### config.mk
export PLATFORM = sky130hd
export DESIGN_NAME = key_matrix_event_encoder_core_flat
export DESIGN_NICKNAME = d
export VERILOG_FILES = /design/src/kme_pkg.sv /design/src/kme_intf.sv /design/src/key_matrix_event_encoder_core.sv /design/src/kme_scan_walker.sv /design/src/kme_event_queue.sv /design/src/flat_wrapper.sv
export SDC_FILE = /design/constraint.sdc
export NUM_CORES = 1
export LEC_CHECK = 0
export ABC_AREA = 1
export BUFFER_PORTS_ARGS = -buffer_cell sky130_fd_sc_hd__buf_2
export CORE_MARGIN = 3
export CORE_UTILIZATION = 65
export CTS_BUF_LIST = sky130_fd_sc_hd__clkbuf_8
export DETAILED_ROUTE_END_ITERATION = 10
export PLACE_DENSITY = 0.83
export SKIP_CTS_REPAIR_TIMING = 1
export SLEW_MARGIN = 20
export SYNTH_ARGS = -nofsm -noshare
export SYNTH_HDL_FRONTEND = slang
export SYNTH_HIERARCHICAL = 1
export SYNTH_SLANG_ARGS = --single-unit
### constraint.sdc
create_clock -name clock -period 7.6 [get_ports clock]
set_input_delay 0.76 -clock clock [delete_from_list [all_inputs] [get_ports clock]]
set_output_delay 0.76 -clock clock [all_outputs]
set_load 0.05 [all_outputs]
### src/kme_pkg.sv
// ----------------------------------------------------------------------------
// kme_pkg
// Shared types, constants and key tables of the key matrix event encoder.
// ----------------------------------------------------------------------------
package kme_pkg;

   localparam int NUM_ROWS    = 4;
   localparam int NUM_COLS    = 14;
   localparam int NUM_POS     = NUM_ROWS * NUM_COLS;
   localparam int NUM_SELECTS = 8;
   localparam int NUM_SENSE   = 7;

   localparam int SCAN_W = NUM_SELECTS * NUM_SENSE;
   localparam int CODE_W = 8;
   localparam int ROW_W  = 2;
   localparam int COL_W  = 4;
   localparam int POS_W  = 6;

   localparam logic [ROW_W-1:0] ROW_LAST = ROW_W'(NUM_ROWS - 1);
   localparam logic [COL_W-1:0] COL_LAST = COL_W'(NUM_COLS - 1);

   // Modifier positions in physical row-major order
   localparam int SHIFT_POS = 2 * NUM_COLS + 1;
   localparam int CTRL_POS  = 3 * NUM_COLS + 0;
   localparam int FN_POS    = 2 * NUM_COLS + 0;

   localparam logic [CODE_W-1:0] CODE_NONE  = 8'h00;
   localparam logic [CODE_W-1:0] CODE_UP    = 8'h80;
   localparam logic [CODE_W-1:0] CODE_DOWN  = 8'h81;
   localparam logic [CODE_W-1:0] CODE_LEFT  = 8'h82;
   localparam logic [CODE_W-1:0] CODE_RIGHT = 8'h83;
   localparam logic [CODE_W-1:0] CTRL_MASK  = 8'h1f;

   localparam logic [CODE_W-1:0] CHR_LC_A = 8'h61;
   localparam logic [CODE_W-1:0] CHR_LC_Z = 8'h7a;
   localparam logic [CODE_W-1:0] CHR_UC_A = 8'h41;
   localparam logic [CODE_W-1:0] CHR_UC_Z = 8'h5a;

   localparam logic [CODE_W-1:0] PLAIN_TBL [0:NUM_POS-1] = '{
      8'h60, 8'h31, 8'h32, 8'h33, 8'h34, 8'h35, 8'h36,
      8'h37, 8'h38, 8'h39, 8'h30, 8'h2d, 8'h3d, 8'h08,
      8'h09, 8'h71, 8'h77, 8'h65, 8'h72, 8'h74, 8'h79,
      8'h75, 8'h69, 8'h6f, 8'h70, 8'h5b, 8'h5d, 8'h5c,
      8'h00, 8'h00, 8'h61, 8'h73, 8'h64, 8'h66, 8'h67,
      8'h68, 8'h6a, 8'h6b, 8'h6c, 8'h3b, 8'h27, 8'h0d,
      8'h00, 8'h00, 8'h00, 8'h7a, 8'h78, 8'h63, 8'h76,
      8'h62, 8'h6e, 8'h6d, 8'h2c, 8'h2e, 8'h2f, 8'h20
   };

   localparam logic [CODE_W-1:0] SHIFT_TBL [0:NUM_POS-1] = '{
      8'h7e, 8'h21, 8'h40, 8'h23, 8'h24, 8'h25, 8'h5e,
      8'h26, 8'h2a, 8'h28, 8'h29, 8'h5f, 8'h2b, 8'h08,
      8'h09, 8'h51, 8'h57, 8'h45, 8'h52, 8'h54, 8'h59,
      8'h55, 8'h49, 8'h4f, 8'h50, 8'h7b, 8'h7d, 8'h7c,
      8'h00, 8'h00, 8'h41, 8'h53, 8'h44, 8'h46, 8'h47,
      8'h48, 8'h4a, 8'h4b, 8'h4c, 8'h3a, 8'h22, 8'h0d,
      8'h00, 8'h00, 8'h00, 8'h5a, 8'h58, 8'h43, 8'h56,
      8'h42, 8'h4e, 8'h4d, 8'h3c, 8'h3e, 8'h3f, 8'h20
   };

   typedef enum logic [1:0] {
      ST_IDLE,
      ST_WALK,
      ST_FLUSH
   } walk_state_type;

   typedef struct packed {
      logic [CODE_W-1:0] key_code;
      logic              is_press;
      logic [ROW_W-1:0]  key_row;
      logic [COL_W-1:0]  key_column;
   } event_type;

   typedef struct packed {
      logic      push;
      logic      flush;
      event_type evt;
   } queue_ctl_type;

   typedef struct packed {
      logic push_ok;
      logic flush_ok;
   } queue_stat_type;

   // Reorder scan bits (select*7+column) into physical row-major order
   function automatic logic [NUM_POS-1:0] kme_to_phys(input logic [SCAN_W-1:0] bits);
      logic [NUM_POS-1:0] phys;
      phys = '0;
      for (int r = 0; r < NUM_ROWS; r++) begin
         for (int x = 0; x < NUM_COLS; x++) begin
            phys[r*NUM_COLS + x] =
               bits[((NUM_ROWS - 1 - r) + ((x % 2 == 0) ? NUM_ROWS : 0)) * NUM_SENSE + x / 2];
         end
      end
      return phys;
   endfunction

   function automatic logic [CODE_W-1:0] kme_resolve(
      input logic [ROW_W-1:0] row,
      input logic [COL_W-1:0] col,
      input logic             sh,
      input logic             ct,
      input logic             fn
   );
      logic [POS_W-1:0]  idx;
      logic [CODE_W-1:0] ch;
      logic [CODE_W-1:0] res;
      idx = POS_W'(row) * POS_W'(NUM_COLS) + POS_W'(col);
      ch  = CODE_NONE;
      if (idx < POS_W'(NUM_POS)) begin
         ch = sh ? SHIFT_TBL[idx] : PLAIN_TBL[idx];
      end
      if (ct && ((ch >= CHR_LC_A && ch <= CHR_LC_Z) || (ch >= CHR_UC_A && ch <= CHR_UC_Z))) begin
         ch = ch & CTRL_MASK;
      end
      res = ch;
      if (fn) begin
         if (row == 2'd2 && col == 4'd11) begin
            res = CODE_UP;
         end else if (row == 2'd3 && col == 4'd11) begin
            res = CODE_DOWN;
         end else if (row == 2'd3 && col == 4'd10) begin
            res = CODE_LEFT;
         end else if (row == 2'd3 && col == 4'd12) begin
            res = CODE_RIGHT;
         end
      end
      return res;
   endfunction

endpackage

### src/kme_intf.sv
// ----------------------------------------------------------------------------
// kme_req_if / kme_rsp_if
// Valid/ready channels for scan requests and key events.
// ----------------------------------------------------------------------------
interface kme_req_if;
   import kme_pkg::*;

   logic              valid;
   logic              ready;
   logic [SCAN_W-1:0] scan_bits;

   modport source (output valid, output scan_bits, input ready);
   modport sink   (input valid, input scan_bits, output ready);
endinterface

interface kme_rsp_if;
   import kme_pkg::*;

   logic              valid;
   logic              ready;
   logic [CODE_W-1:0] key_code;
   logic              is_press;
   logic [ROW_W-1:0]  key_row;
   logic [COL_W-1:0]  key_column;
   logic              last;

   modport source (output valid, output key_code, output is_press, output key_row,
                   output key_column, output last, input ready);
   modport sink   (input valid, input key_code, input is_press, input key_row,
                   input key_column, input last, output ready);
endinterface

### src/key_matrix_event_encoder_core.sv
// ----------------------------------------------------------------------------
// key_matrix_event_encoder_core
// Turns full 56-key matrix scans into key press and release events.
// ----------------------------------------------------------------------------
// Usage:
//   req_chan takes one scan (56 bits, select*7+column) per request. rsp_chan
//   returns zero to 56 events for it, in physical row-major order, with last
//   set on the final event of the scan. A scan that changes nothing visible
//   returns no events.
//   Each scan walks all 56 key positions one per cycle while the receiver
//   keeps up, through a bit-serial ring of the scan, the pressed map and the
//   held codes. A scan occupies the block for an accept, the walk over all
//   positions and a flush that releases the final event. The final event
//   moves to the output register in the flush after the walk ends; each other
//   event leaves when the next event of the scan is found.
//   When the receiver stalls, the walk holds at a position that has a new
//   event while one event waits in the output register and one is held back.
//   The next scan is accepted as soon as the last event of the previous scan
//   is in the output register, even if it has not yet been taken.
//   Reset clears the pressed map and held codes at once and drops any
//   pending event; the block is ready in the cycle after reset.
// ----------------------------------------------------------------------------
module key_matrix_event_encoder_core (
   input  logic      clock,
   input  logic      reset,
   kme_req_if.sink   req_chan,
   kme_rsp_if.source rsp_chan
);
   import kme_pkg::*;

   queue_ctl_type  q_ctl;
   queue_stat_type q_stat;
   event_type      rsp_evt;

   kme_scan_walker u_walker (
      .clock         (clock),
      .reset         (reset),
      .req_valid     (req_chan.valid),
      .req_ready     (req_chan.ready),
      .req_scan_bits (req_chan.scan_bits),
      .q_ctl         (q_ctl),
      .q_stat        (q_stat)
   );

   kme_event_queue u_queue (
      .clock     (clock),
      .reset     (reset),
      .q_ctl     (q_ctl),
      .q_stat    (q_stat),
      .rsp_valid (rsp_chan.valid),
      .rsp_ready (rsp_chan.ready),
      .rsp_evt   (rsp_evt),
      .rsp_last  (rsp_chan.last)
   );

   assign rsp_chan.key_code   = rsp_evt.key_code;
   assign rsp_chan.is_press   = rsp_evt.is_press;
   assign rsp_chan.key_row    = rsp_evt.key_row;
   assign rsp_chan.key_column = rsp_evt.key_column;

endmodule

### src/kme_scan_walker.sv
// ----------------------------------------------------------------------------
// kme_scan_walker
// Shifts one scan through the key positions a bit per cycle unless the queue
// is full, rotating pressed map and held codes in step, and pushes key events.
// ----------------------------------------------------------------------------
module kme_scan_walker (
   input  logic                    clock,
   input  logic                    reset,
   input  logic                    req_valid,
   output logic                    req_ready,
   input  logic [kme_pkg::SCAN_W-1:0] req_scan_bits,
   output kme_pkg::queue_ctl_type  q_ctl,
   input  kme_pkg::queue_stat_type q_stat
);
   import kme_pkg::*;

   walk_state_type state_ff, state_in;

   logic [NUM_POS-1:0] scan_ff, scan_in;
   logic [NUM_POS-1:0] pressed_ff, pressed_in;
   logic [CODE_W-1:0]  held_ff [NUM_POS];
   logic [CODE_W-1:0]  held_in [NUM_POS];
   logic [ROW_W-1:0]   row_ff, row_in;
   logic [COL_W-1:0]   col_ff, col_in;
   logic               sh_ff, sh_in;
   logic               ct_ff, ct_in;
   logic               fn_ff, fn_in;

   logic               walk_en;
   logic               flush_en;
   logic               accept;
   logic [NUM_POS-1:0] phys;
   logic               cur_bit;
   logic               changed;
   logic [CODE_W-1:0]  press_code;
   logic [CODE_W-1:0]  old_code;
   logic               emit;
   logic               step;
   logic               last_pos;
   logic [CODE_W-1:0]  new_code;

   // State outputs
   always_comb begin
      req_ready = 1'b0;
      walk_en   = 1'b0;
      flush_en  = 1'b0;
      unique case (state_ff)
         ST_IDLE:  req_ready = 1'b1;
         ST_WALK:  walk_en   = 1'b1;
         ST_FLUSH: flush_en  = 1'b1;
         default:  req_ready = 1'b0;
      endcase
   end

   assign accept = req_valid && req_ready;
   assign phys   = kme_to_phys(req_scan_bits);

   always_comb begin
      cur_bit    = scan_ff[0];
      old_code   = held_ff[0];
      changed    = cur_bit ^ pressed_ff[0];
      press_code = kme_resolve(row_ff, col_ff, sh_ff, ct_ff, fn_ff);
      emit       = changed && (cur_bit ? (press_code != CODE_NONE) : (old_code != CODE_NONE));
      step       = walk_en && (!emit || q_stat.push_ok);
      last_pos   = (row_ff == ROW_LAST) && (col_ff == COL_LAST);
      // store a resolved press, clear on release, otherwise keep
      if (changed && cur_bit && press_code != CODE_NONE) begin
         new_code = press_code;
      end else if (changed && !cur_bit) begin
         new_code = CODE_NONE;
      end else begin
         new_code = old_code;
      end
   end

   always_comb begin
      q_ctl.push                = step && emit;
      q_ctl.flush               = flush_en;
      q_ctl.evt.key_code        = cur_bit ? press_code : old_code;
      q_ctl.evt.is_press        = cur_bit;
      q_ctl.evt.key_row         = row_ff;
      q_ctl.evt.key_column      = col_ff;
   end

   // Next state
   always_comb begin
      state_in = state_ff;
      unique case (state_ff)
         ST_IDLE: begin
            if (accept) begin
               state_in = ST_WALK;
            end
         end
         ST_WALK: begin
            if (step && last_pos) begin
               state_in = ST_FLUSH;
            end
         end
         ST_FLUSH: begin
            if (q_stat.flush_ok) begin
               state_in = ST_IDLE;
            end
         end
         default: state_in = ST_IDLE;
      endcase
   end

   // Datapath next values
   always_comb begin
      scan_in    = scan_ff;
      pressed_in = pressed_ff;
      held_in    = held_ff;
      row_in     = row_ff;
      col_in     = col_ff;
      sh_in      = sh_ff;
      ct_in      = ct_ff;
      fn_in      = fn_ff;
      if (accept) begin
         scan_in = phys;
         sh_in   = phys[SHIFT_POS];
         ct_in   = phys[CTRL_POS];
         fn_in   = phys[FN_POS];
         row_in  = '0;
         col_in  = '0;
      end else if (step) begin
         // advance all three rings by one position
         scan_in    = {1'b0, scan_ff[NUM_POS-1:1]};
         pressed_in = {cur_bit, pressed_ff[NUM_POS-1:1]};
         for (int i = 0; i < NUM_POS - 1; i++) begin
            held_in[i] = held_ff[i+1];
         end
         held_in[NUM_POS-1] = new_code;
         if (col_ff == COL_LAST) begin
            col_in = '0;
            row_in = row_ff + 1'b1;
         end else begin
            col_in = col_ff + 1'b1;
         end
      end
   end

   always_ff @(posedge clock) begin
      if (reset) begin
         state_ff   <= ST_IDLE;
         pressed_ff <= '0;
         for (int i = 0; i < NUM_POS; i++) begin
            held_ff[i] <= CODE_NONE;
         end
         row_ff     <= '0;
         col_ff     <= '0;
      end else begin
         state_ff   <= state_in;
         pressed_ff <= pressed_in;
         held_ff    <= held_in;
         row_ff     <= row_in;
         col_ff     <= col_in;
      end
   end

   always_ff @(posedge clock) begin
      scan_ff <= scan_in;
      sh_ff   <= sh_in;
      ct_ff   <= ct_in;
      fn_ff   <= fn_in;
   end

endmodule

### src/kme_event_queue.sv
// ----------------------------------------------------------------------------
// kme_event_queue
// Holds one event back until the next one or the end of the scan shows
// whether it is the last, then presents it in the output register.
// ----------------------------------------------------------------------------
module kme_event_queue (
   input  logic                    clock,
   input  logic                    reset,
   input  kme_pkg::queue_ctl_type  q_ctl,
   output kme_pkg::queue_stat_type q_stat,
   output logic                    rsp_valid,
   input  logic                    rsp_ready,
   output kme_pkg::event_type      rsp_evt,
   output logic                    rsp_last
);
   import kme_pkg::*;

   logic      pend_valid_ff, pend_valid_in;
   event_type pend_ff, pend_in;
   logic      out_valid_ff, out_valid_in;
   event_type out_ff, out_in;
   logic      last_ff, last_in;
   logic      out_free;

   assign out_free        = !out_valid_ff || rsp_ready;
   assign q_stat.push_ok  = !pend_valid_ff || out_free;
   assign q_stat.flush_ok = !pend_valid_ff || out_free;

   always_comb begin
      pend_valid_in = pend_valid_ff;
      pend_in       = pend_ff;
      out_valid_in  = out_valid_ff && !rsp_ready;
      out_in        = out_ff;
      last_in       = last_ff;
      if (q_ctl.push) begin
         // older event is not the last: a newer one follows
         if (pend_valid_ff) begin
            out_valid_in = 1'b1;
            out_in       = pend_ff;
            last_in      = 1'b0;
         end
         pend_valid_in = 1'b1;
         pend_in       = q_ctl.evt;
      end else if (q_ctl.flush && pend_valid_ff && out_free) begin
         out_valid_in  = 1'b1;
         out_in        = pend_ff;
         last_in       = 1'b1;
         pend_valid_in = 1'b0;
      end
   end

   always_ff @(posedge clock) begin
      if (reset) begin
         pend_valid_ff <= 1'b0;
         out_valid_ff  <= 1'b0;
      end else begin
         pend_valid_ff <= pend_valid_in;
         out_valid_ff  <= out_valid_in;
      end
   end

   always_ff @(posedge clock) begin
      pend_ff <= pend_in;
      out_ff  <= out_in;
      last_ff <= last_in;
   end

   assign rsp_valid = out_valid_ff;
   assign rsp_evt   = out_ff;
   assign rsp_last  = last_ff;

endmodule

### src/flat_wrapper.sv
// flat-port wrapper written by rule: the top's interface ports become plain ports
module key_matrix_event_encoder_core_flat import kme_pkg::*;
  (clock, reset, req_chan_valid, req_chan_scan_bits, req_chan_ready, rsp_chan_valid, rsp_chan_key_code, rsp_chan_is_press, rsp_chan_key_row, rsp_chan_key_column, rsp_chan_last, rsp_chan_ready);
  kme_req_if req_chan_i ();
  kme_rsp_if rsp_chan_i ();
  input  logic clock;
  input  logic reset;
  input wire logic [$bits(req_chan_i.valid)-1:0] req_chan_valid;
  input wire logic [$bits(req_chan_i.scan_bits)-1:0] req_chan_scan_bits;
  output wire logic [$bits(req_chan_i.ready)-1:0] req_chan_ready;
  output wire logic [$bits(rsp_chan_i.valid)-1:0] rsp_chan_valid;
  output wire logic [$bits(rsp_chan_i.key_code)-1:0] rsp_chan_key_code;
  output wire logic [$bits(rsp_chan_i.is_press)-1:0] rsp_chan_is_press;
  output wire logic [$bits(rsp_chan_i.key_row)-1:0] rsp_chan_key_row;
  output wire logic [$bits(rsp_chan_i.key_column)-1:0] rsp_chan_key_column;
  output wire logic [$bits(rsp_chan_i.last)-1:0] rsp_chan_last;
  input wire logic [$bits(rsp_chan_i.ready)-1:0] rsp_chan_ready;
  assign req_chan_i.valid = req_chan_valid;
  assign req_chan_i.scan_bits = req_chan_scan_bits;
  assign req_chan_ready = req_chan_i.ready;
  assign rsp_chan_valid = rsp_chan_i.valid;
  assign rsp_chan_key_code = rsp_chan_i.key_code;
  assign rsp_chan_is_press = rsp_chan_i.is_press;
  assign rsp_chan_key_row = rsp_chan_i.key_row;
  assign rsp_chan_key_column = rsp_chan_i.key_column;
  assign rsp_chan_last = rsp_chan_i.last;
  assign rsp_chan_i.ready = rsp_chan_ready;
  key_matrix_event_encoder_core u_core (.clock(clock), .reset(reset), .req_chan(req_chan_i), .rsp_chan(rsp_chan_i));
endmodule
After elaboration in Yosys (flattened, before gate mapping) --
Memories as Yosys holds them, arrays and structs flattened. Index checks and enable logic that the tools add are counted.
Operators by class: add/subtract/negate cells 3, $mul 1, magnitude comparators 6, equality and inequality tests 12, multiplexer cells 37, bitwise logic cells 3, reduce and logical (&&, ||, !) cells 38
Operators by type and width (count):
- $mux 8 | 15
- $mux 56 | 2
- $mux 15 | 3
- $logic_and 1x1->1 | 19
- $eq 4x4->1 const B | 4
- $ge 8x7->1 const B | 2
- $le 8x7->1 const B | 2
- $reduce_bool 8->1 | 2
- $mux 1 | 12
- $ne 2x2->1 const B | 4
- $ge 7x7->1 const B | 1
- $not 6->7 | 1
- $add 6x4->6 | 1
- $eq 2x2->1 const B | 3
- $lt 6x6->1 const B | 1
- $mux 2 | 3
- $pmux 2 s3 | 1
- $reduce_and 2->1 | 3
- $logic_not 1->1 | 5
- $mul 2x3->5 const B | 1
- $add 4x1->4 const B | 1
- $logic_or 1x1->1 | 4
- $mux 4 | 1
- $reduce_bool 2->1 | 2
- other kinds (7) | 7
Word-level totals: register bits 604, ROM bits 1024, output and inout port bits 18, word-level logic and storage cells 177, memories 2
Memory list:
- (name not given) | depth 64, width 8, read ports 1, clocked after Yosys merged registers in 0, wr ports 0, RTL line kme_pkg.sv:111 | ch = sh ? SHIFT_TBL[idx] : PLAIN_TBL[idx];
- (name not given) | depth 64, width 8, read ports 1, clocked after Yosys merged registers in 0, wr ports 0, RTL line kme_pkg.sv:111

Depth between registers and ports, before layout --
Gate-level depths: netlist of run 1.
word-level depth 27, mapped depth 32

Hierarchy --
The synthesis of run 1 kept the hierarchy.
By module, submodules not included:
- kme_scan_walker | times used 1, cells an instance 2875, area each 21989.8 um^2, seq. area each 12021.5 um^2
- kme_event_queue | times used 1, cells an instance 49, area each 1047.3 um^2, seq. area each 970.9 um^2

Worst setup path before layout of run 1 --
OpenSTA, ideal clock, no wires.
kind register to register, start reg u_core.u_walker.row_ff[0], end reg u_core.u_walker.scan_ff[0], enable pin, library setup time 0.415 ns, arrival 4.408 ns, required time 7.185 ns, slack 2.777 ns, cell stages (with the launch flop) 23, period minus slack after synthesis 4.823 ns, cells stage by stage dfxtp_1 inv_1 ha_1 inv_1 fa_1 buf_2 buf_2 nand2_1 nand2_1 nand2_1 a21oi_1 nor2_1 nor2_1 nand2_1 nand3_1 nand3_2 a21oi_2 nand2_1 nand3_2 nand2_4 buf_2 buf_2 nand2_1
On the way: word-level cells in the longest chain between the ends 25, elaborated cells on any way between the ends 39
Ends and longest elaborated chain:
- start, declared | RTL line kme_scan_walker.sv:23 | logic [ROW_W-1:0] row_ff, row_in;
- start signal, assigned | RTL line kme_scan_walker.sv:155 | row_ff <= row_in;
- $mul 2x3->5 | RTL line kme_pkg.sv:108 | idx = POS_W'(row) * POS_W'(NUM_COLS) + POS_W'(col);
- $add 6x4->6 | RTL line kme_pkg.sv:108
- $not 6->7 (not written as such) | RTL line kme_pkg.sv:111
- $mem_v2 64x8
- $mux 8 (not written as such) (2 in a row) | RTL line kme_pkg.sv:111
- $mux 8 | RTL line kme_pkg.sv:111
- $mux 8 | RTL line kme_pkg.sv:110 | if (idx < POS_W'(NUM_POS)) begin
- $ge 8x7->1 or $le 8x7->1 (tied branches) | RTL line kme_pkg.sv:113 | if (ct && ((ch >= CHR_LC_A && ch <= CHR_LC_Z) || (ch >= CHR_UC_A && ch <= CHR_UC_Z))) begin
- [8 not listed]
- $mux 8 * | RTL line kme_pkg.sv:117 | if (fn) begin
- $reduce_bool 8->1 * | RTL line kme_scan_walker.sv:63 | emit = changed && (cur_bit ? (press_code != CODE_NONE) : (old_code != CODE_NONE));
- $mux 1 * | RTL line kme_scan_walker.sv:63
- $logic_and 1x1->1 * | RTL line kme_scan_walker.sv:63
- $logic_not 1->1 * | RTL line kme_scan_walker.sv:64 | step = walk_en && (!emit || q_stat.push_ok);
- $logic_or 1x1->1 * | RTL line kme_scan_walker.sv:64
- $logic_and 1x1->1 * | RTL line kme_scan_walker.sv:64
- $reduce_bool 2->1 (no source line) *
- end signal, assigned | RTL line kme_scan_walker.sv:161 | scan_ff <= scan_in;
- end, declared | RTL line kme_scan_walker.sv:19 | logic [NUM_POS-1:0] scan_ff, scan_in;
Mark *: on every way between the ends. The rest lies on a longest branch, timed or not. The select of a mux whose other input is x is not followed. A chain may end at the register's enable or synchronous reset.

==> flow_metrics.tcl, run 1 <==
set metrics [dict create \
    placementRows 68 \
    synth_compound_area_share_pct 12.1 \
    synth_mux_area_share_pct 0 \
    io_buffers 77 \
    ys_seq_elements 604 \
    p_seq_share_pct 51.8 \
    syn_area_mm2 0.0230 \
    rrSetupSlack_ns 1.96 \
    drt_pass1_iterations 5 \
    synth_seq_area_share_pct 56.4 \
    grt_pass1_vias 16900 \
    hp-start "req_chan_scan_bits[7]" \
    slowest_delay_ns 0.58 \
    diodes 0 \
    critPathMaxFanout 74 \
    drtIter0Drc 1604 \
    comb_power_share_pct 10.2 \
    track_usage_pct 23.2 \
    worst-path-buf-inv 6 \
    peakVddDrop_uv 178 \
    slew_headroom_pct 31.6 \
    post_synth_and_or_nand_nor_area_fraction_pct 24.8 \
    grt_pass1_wl_mm 76.2 \
    slew_viol_final 0 \
    hold_path_class "input pin to register" \
    synth_area_leaders "dfxtp_1, nor2_1, edfxtp_1" \
    p_per_area_mw_per_mm2 283 \
    antenna_found_initial 0 \
    drive_gt1_share_pct 8.24 \
    final_nets 2989 \
    synth_nets 3001 \
    hold_end "u_core/u_walker/sh_ff$_DFFE_PP_" \
    gp_routability_congestion 0.858 \
    synth_cells 2924 \
    switching_share_pct 25.5 \
    reg2reg_depth 26 \
    area_growth_pct 8.68 \
    h-tree-depth 3 \
    ys_warn_count 6 \
    overflow 0 \
    startpoint_type "register" \
    cts.path.max_buffers 3 \
    dieHeight_um 194 \
    clock.fmax_mhz 177 \
    grt_setup_unrepaired "no" \
    end_kind "register" \
    cp.required_ns 7.86 \
    vias 18200 \
    cts.sinks 604 \
    worst_pin_slew_ns 1.03 \
    synth_top_cell_by_area "dfxtp_1" \
    r2r_end "u_core/u_queue/rsp_evt[13]$_DFFE_PP_" \
    io_pins 78 \
    drv_cap 0 \
    stdcell_count 3441 \
    setup_viol 0 \
    start_util_pct 66.4 \
    fin_crit_ns 5.64 \
    finalHoldViolations 0 \
    path_common_cell "nand2_1" \
    status "completed" \
    wl_per_cell_um 13.1 \
    synth_edf_count 90 \
    cts_buffers 91 \
    die_x_um 194 \
    cpMaxStageDelayCell "nand2_1" \
    dp_hpwl_mm 25.6 \
    synth_top_flop_cell "dfxtp_1" \
    clk_pin_slew_ns 0.06 \
    synthXorXnorAreaFrac_pct 0.0380 \
    p_leak_nw 10.7 \
    design.core.area_mm2 0.0347 \
    synth_top_family_by_area "simple AND/OR/NAND/NOR gates" \
    drcViolationCount 0 \
    power_switching_mw 1.81 \
    grt_max_degree 259 \
    cts_tree "yes" \
    postRouteAntennaNets 0 \
    setup_tns_ns 0 \
    crit_cells 26 \
    clock_skew_ns 0.0289 \
    die-area_mm2 0.0377 \
    async_flop_share_pct 0 \
    via_per_inst 5.29 \
    min_period_over_period_pct 74.3 \
    cp.arrival_ns 5.91 \
    synth_adder_area_share_pct 0.956 \
    path_delay_family "simple AND/OR/NAND/NOR gates" \
    timing.rr.start "u_core/u_walker/row_ff[0]$_SDFFE_PP0P_" \
    pwr-share-clk_pct 38.0 \
    wl_mm 44.9 \
    cts_root_buffer "clkbuf_8" \
    synth_top_cell_area_share_pct 44.7 \
    syn_area_per_cell_um2 7.88 \
    worstSetupPathType "register to register" \
    synth_cell_types 36 \
    dp.cells 3274 \
    worstSkewPairLatency_ns 0.64 \
    whs_path_depth 1 \
    intPower_mw 5.28 \
]
==> synthesized netlist by cell type (3+ instances only) <==
master,n
inv_1,64
o21ai_0,515
nand3_1,59
nand3_2,4
buf_2,25
nand4_1,4
nand2_1,362
o21ai_1,4
nor2_1,1049
a21oi_1,18
inv_2,4
dfxtp_1,514
nand2_2,5
buf_4,29
buf_1,3
clkbuf_1,116
ha_1,16
buf_6,22
edfxtp_1,90
==> placed cells by master, fill, tap and decap left out, types with 2 or more instances in the layout <==
cell type,count
nand3_2,4
clkbuf_8,121
o21ai_0,515
a21oi_1,18
o22ai_1,2
o21ai_1,4
nand3_1,59
buf_4,11
a21oi_2,2
clkinvlp_4,6
nand2_2,6
a22o_1,2
nand2_1,361
bufinv_16,2
inv_1,93
buf_2,77
ha_1,16
clkinv_1,2
inv_8,3
a31oi_1,2
nor2_1,1049
clkinv_2,7
nand4_1,4
inv_2,2
edfxtp_1,90
dfxtp_1,514
buf_12,3
==> power by group through the flow <==
stage | sequential [mW] | combinational, mW | clock [mW]
final | 3.67 | 0.726 | 2.69
after global routing | 3.70 | 0.847 | 2.90
after floorplan | 3.70 | 0.604 | 0
after global placement | 3.72 | 0.691 | 0
after CTS | 3.67 | 0.727 | 2.76
after detailed placement | 3.73 | 0.719 | 0
==> state kept, by name, summed over array words and instances, names as in the netlist <==
register                      count
u_core/u_walker/held_ff         440
u_core/u_walker/pressed_ff       56
u_core/u_walker/scan_ff          56
u_core/u_queue/pend_ff           15
u_core/u_queue/rsp_evt           15
u_core/u_walker/old_code          8
u_core/u_walker/col_ff            4
u_core/u_walker/row_ff            2
u_core/u_walker/state_ff          2
u_core/u_queue/pend_valid_ff      1
u_core/u_queue/rsp_last           1
u_core/u_queue/rsp_valid          1
u_core/u_walker/ct_ff             1
u_core/u_walker/fn_ff             1
u_core/u_walker/sh_ff             1
==> cell families (layout without fill, tap and decap cells) <==
family / Yosys count / count (layout)
compound gates: 549 / 549
xor+xnor: 1 / 1
fa+ha+maj: 17 / 17
buf+inv: 265 / 327
flops: 604 / 604
simple gates: 1488 / 1488
==> area by class of cell <==
type	instances	area, um^2
clock buffers	121	1670
repair buffers	91	528
flip-flops and latches	604	13000
clock inverters	46	264
fillers	2649	9680
inverters	69	274
multi-input cells	2055	8740
well taps	455	569
==> routing by layer <==
metal,track usage [%],part of all wire [%],up-vias
li1,-,-,9330
met1,31.0,45,8407
met2,37.6,48,369
met3,4.43,4.2,101
met4,9.23,3.0,0
met5,0,0,-
==> worst max-delay path by stage <==
stage	startpoint	end	slack, ns
after floorplan	u_core/u_walker/row_ff[0]$_SDFFE_PP0P_	u_core/u_walker/scan_ff[0]$_DFFE_PP_	2.78
final	u_core/u_walker/row_ff[0]$_SDFFE_PP0P_	u_core/u_queue/rsp_evt[13]$_DFFE_PP_	1.96
after detailed placement	u_core/u_walker/row_ff[0]$_SDFFE_PP0P_	u_core/u_queue/rsp_evt[8]$_DFFE_PP_	2.04
after global routing	u_core/u_walker/row_ff[0]$_SDFFE_PP0P_	u_core/u_queue/rsp_evt[13]$_DFFE_PP_	1.39
after CTS	u_core/u_walker/row_ff[0]$_SDFFE_PP0P_	u_core/u_queue/rsp_evt[13]$_DFFE_PP_	2.00
after global placement	u_core/u_walker/row_ff[0]$_SDFFE_PP0P_	u_core/u_queue/rsp_evt[12]$_DFFE_PP_	2.24
==> metrics by stage <==
| stage | hold WS (ns) | power [mW] | instance area (um^2) | setup WS [ns] | util (%) |
|---|---|---|---|---|---|
| 2_1_floorplan | 0.400 | 4.30 | 23000 | 2.78 | - |
| 3_5_place_dp | 0.408 | 4.45 | 23100 | 2.04 | 66.6 |
| 4_1_cts | 0.257 | 7.16 | 25000 | 2.00 | 72.1 |
| 5_1_grt | 0.272 | 7.45 | 25000 | 1.39 | 72.1 |
| 6_report | 0.309 | 7.09 | 25000 | 1.96 | 72.1 |
| 3_3_place_gp | 0.402 | 4.41 | 23100 | 2.24 | 66.6 |
Note: power is estimated with default switching activity, not from simulation.
==> run 2: changes to the inputs <==
--- a/config.mk
+++ b/config.mk
@@ -8,10 +8,10 @@
 export ABC_AREA = 1
 export BUFFER_PORTS_ARGS = -buffer_cell sky130_fd_sc_hd__buf_2
 export CORE_MARGIN = 3
-export CORE_UTILIZATION = 65
+export CORE_UTILIZATION = 58
 export CTS_BUF_LIST = sky130_fd_sc_hd__clkbuf_8
 export DETAILED_ROUTE_END_ITERATION = 10
-export PLACE_DENSITY = 0.83
+export PLACE_DENSITY = 0.78
 export SKIP_CTS_REPAIR_TIMING = 1
 export SLEW_MARGIN = 20
 export SYNTH_ARGS = -nofsm -noshare
==> constraint.sdc (replaced) <==
create_clock -name clock -period 4.7 [get_ports clock]
set_input_delay 0.47 -clock clock [delete_from_list [all_inputs] [get_ports clock]]
set_output_delay 0.47 -clock clock [all_outputs]
set_load 0.05 [all_outputs]
==> flow_metrics.tcl, run 2 (synthesis gave the netlist of run 1 again) <==
set metrics [dict create \
    grt_pass1_vias 16500 \
    hold_path_class "input pin to register" \
    peakVddDrop_uv 284 \
    finalHoldViolations 0 \
    track_usage_pct 21.1 \
    start_util_pct 59.2 \
    io_pins 78 \
    clock.fmax_mhz 226 \
    path_delay_family "simple AND/OR/NAND/NOR gates" \
    min_period_over_period_pct 94.0 \
    die_x_um 205 \
    p_total_mw 11.4 \
    holdWs_ns 0.0489 \
    drtIter0Drc 1626 \
    grt_pass1_wl_mm 76.0 \
    drive_gt1_share_pct 8.61 \
    p_per_area_mw_per_mm2 447 \
    gp_routability_congestion 0.875 \
    postRouteAntennaNets 0 \
    placementRows 72 \
    drcViolationCount 0 \
    multiInputGateArea_mm2 0.00876 \
    end_kind "register" \
    switching_share_pct 26.1 \
    pwr-share-clk_pct 36.9 \
    h-tree-depth 3 \
    setup_ws_ns 0.281 \
    layout_commonest_cell "nor2_1" \
    final_nets 3014 \
    startpoint_type "register" \
    grt_setup_unrepaired "no" \
    cts.path.max_buffers 3 \
    slew_headroom_pct 27.7 \
    status "completed" \
    cts_buffers 94 \
    cp.arrival_ns 4.76 \
    top_regs "u_core/u_walker/held_ff (440), u_core/u_walker/pressed_ff (56), u_core/u_walker/scan_ff (56)" \
    worst-path-buf-inv 6 \
    antenna_found_initial 1 \
    overflow 0 \
    setup_tns_ns 0 \
    drt_pass1_iterations 5 \
    place_ws_ns 0.157 \
    wl_per_cell_um 13.3 \
    path_common_cell "nand2_1" \
    top_register "u_core/u_walker/held_ff" \
    fin_crit_ns 4.42 \
    p_seq_share_pct 52.2 \
    vias 18300 \
    via_per_inst 5.20 \
    die-area_mm2 0.0421 \
    p_leak_nw 10.9 \
    wl_mm 46.9 \
    io_buffers 77 \
    register_area_mm2 0.0130 \
    worstSkewPairLatency_ns 0.66 \
    intPower_mw 8.40 \
    cts_root_buffer "clkbuf_8" \
    clock_skew_ns 0.0286 \
    final_cell_mix "nor2_1, o21ai_0, dfxtp_1, nand2_1, clkbuf_8" \
    critPathMaxFanout 16 \
    largest_reg_flops 440 \
    cpMaxStageDelayCell "fa_2" \
    design.core.area_mm2 0.0389 \
    cts.sinks 604 \
    dp_hpwl_mm 25.5 \
    power_switching_mw 2.97 \
    worst_pin_slew_ns 1.08 \
    comb_power_share_pct 10.9 \
    clk_pin_slew_ns 0.06 \
    slew_viol_final 0 \
    nFillCells 3304 \
    grt_max_degree 240 \
    worstSetupPathType "register to register" \
    cp.required_ns 5.05 \
    cts_tree "yes" \
    final_core_util_pct 65.4 \
    setup_viol 0 \
    dieHeight_um 205 \
    area_growth_pct 10.4 \
    drv_cap 0 \
    slowest_delay_ns 0.59 \
]
run 2: power groups by stage:
stage / clock (mW) / combinational (mW) / sequential [mW]
after floorplan: 0 / 0.976 / 5.98
after global placement: 0 / 1.14 / 6.02
after detailed placement: 0 / 1.17 / 6.04
after CTS: 4.32 / 1.18 / 5.93
after global routing: 4.56 / 1.43 / 5.98
final: 4.20 / 1.24 / 5.93
run 2: layer usage:
metal	part of all wire (%)	track usage (%)	up-vias
met3	4.0	3.84	79
met2	47	33.5	390
li1	-	-	9386
met5	0	0	-
met1	47	29.3	8484
met4	2.1	7.03	0
run 2: path summary, 6_finish.rpt:
check                                                             to  slack, ns  cells past startpoint                              startpoint
worst min-delay path                 u_core/u_walker/fn_ff$_DFFE_PP_       0.05                      1                  req_chan_scan_bits[35]
worst min register to register  u_core/u_queue/rsp_evt[11]$_DFFE_PP_       0.41                      0    u_core/u_queue/pend_ff[11]$_DFFE_PP_
worst max register to register   u_core/u_queue/rsp_evt[0]$_DFFE_PP_       0.28                     26  u_core/u_walker/row_ff[0]$_SDFFE_PP0P_
worst max-delay path             u_core/u_queue/rsp_evt[0]$_DFFE_PP_       0.28                     26  u_core/u_walker/row_ff[0]$_SDFFE_PP0P_
run 2: metrics by stage:
stage	instances	instance area, um^2
2_1_floorplan	2924	23000
3_3_place_gp	3349	23400
3_5_place_dp	3349	23400
4_1_cts	3515	25200
5_1_grt	3526	25400
6_report	3526	25400
run 2: cell type report:
class / count / share of cell area, %
Sequential cell: 604 / 51.1
Timing Repair Buffer: 113 / 3.70
Inverter: 69 / 1.08
Antenna cell: 1 / 0.00984
Multi-Input combinational cell: 2055 / 34.4
Tap cell: 518 / 2.55
Clock inverter: 53 / 1.05
Clock buffer: 113 / 6.11
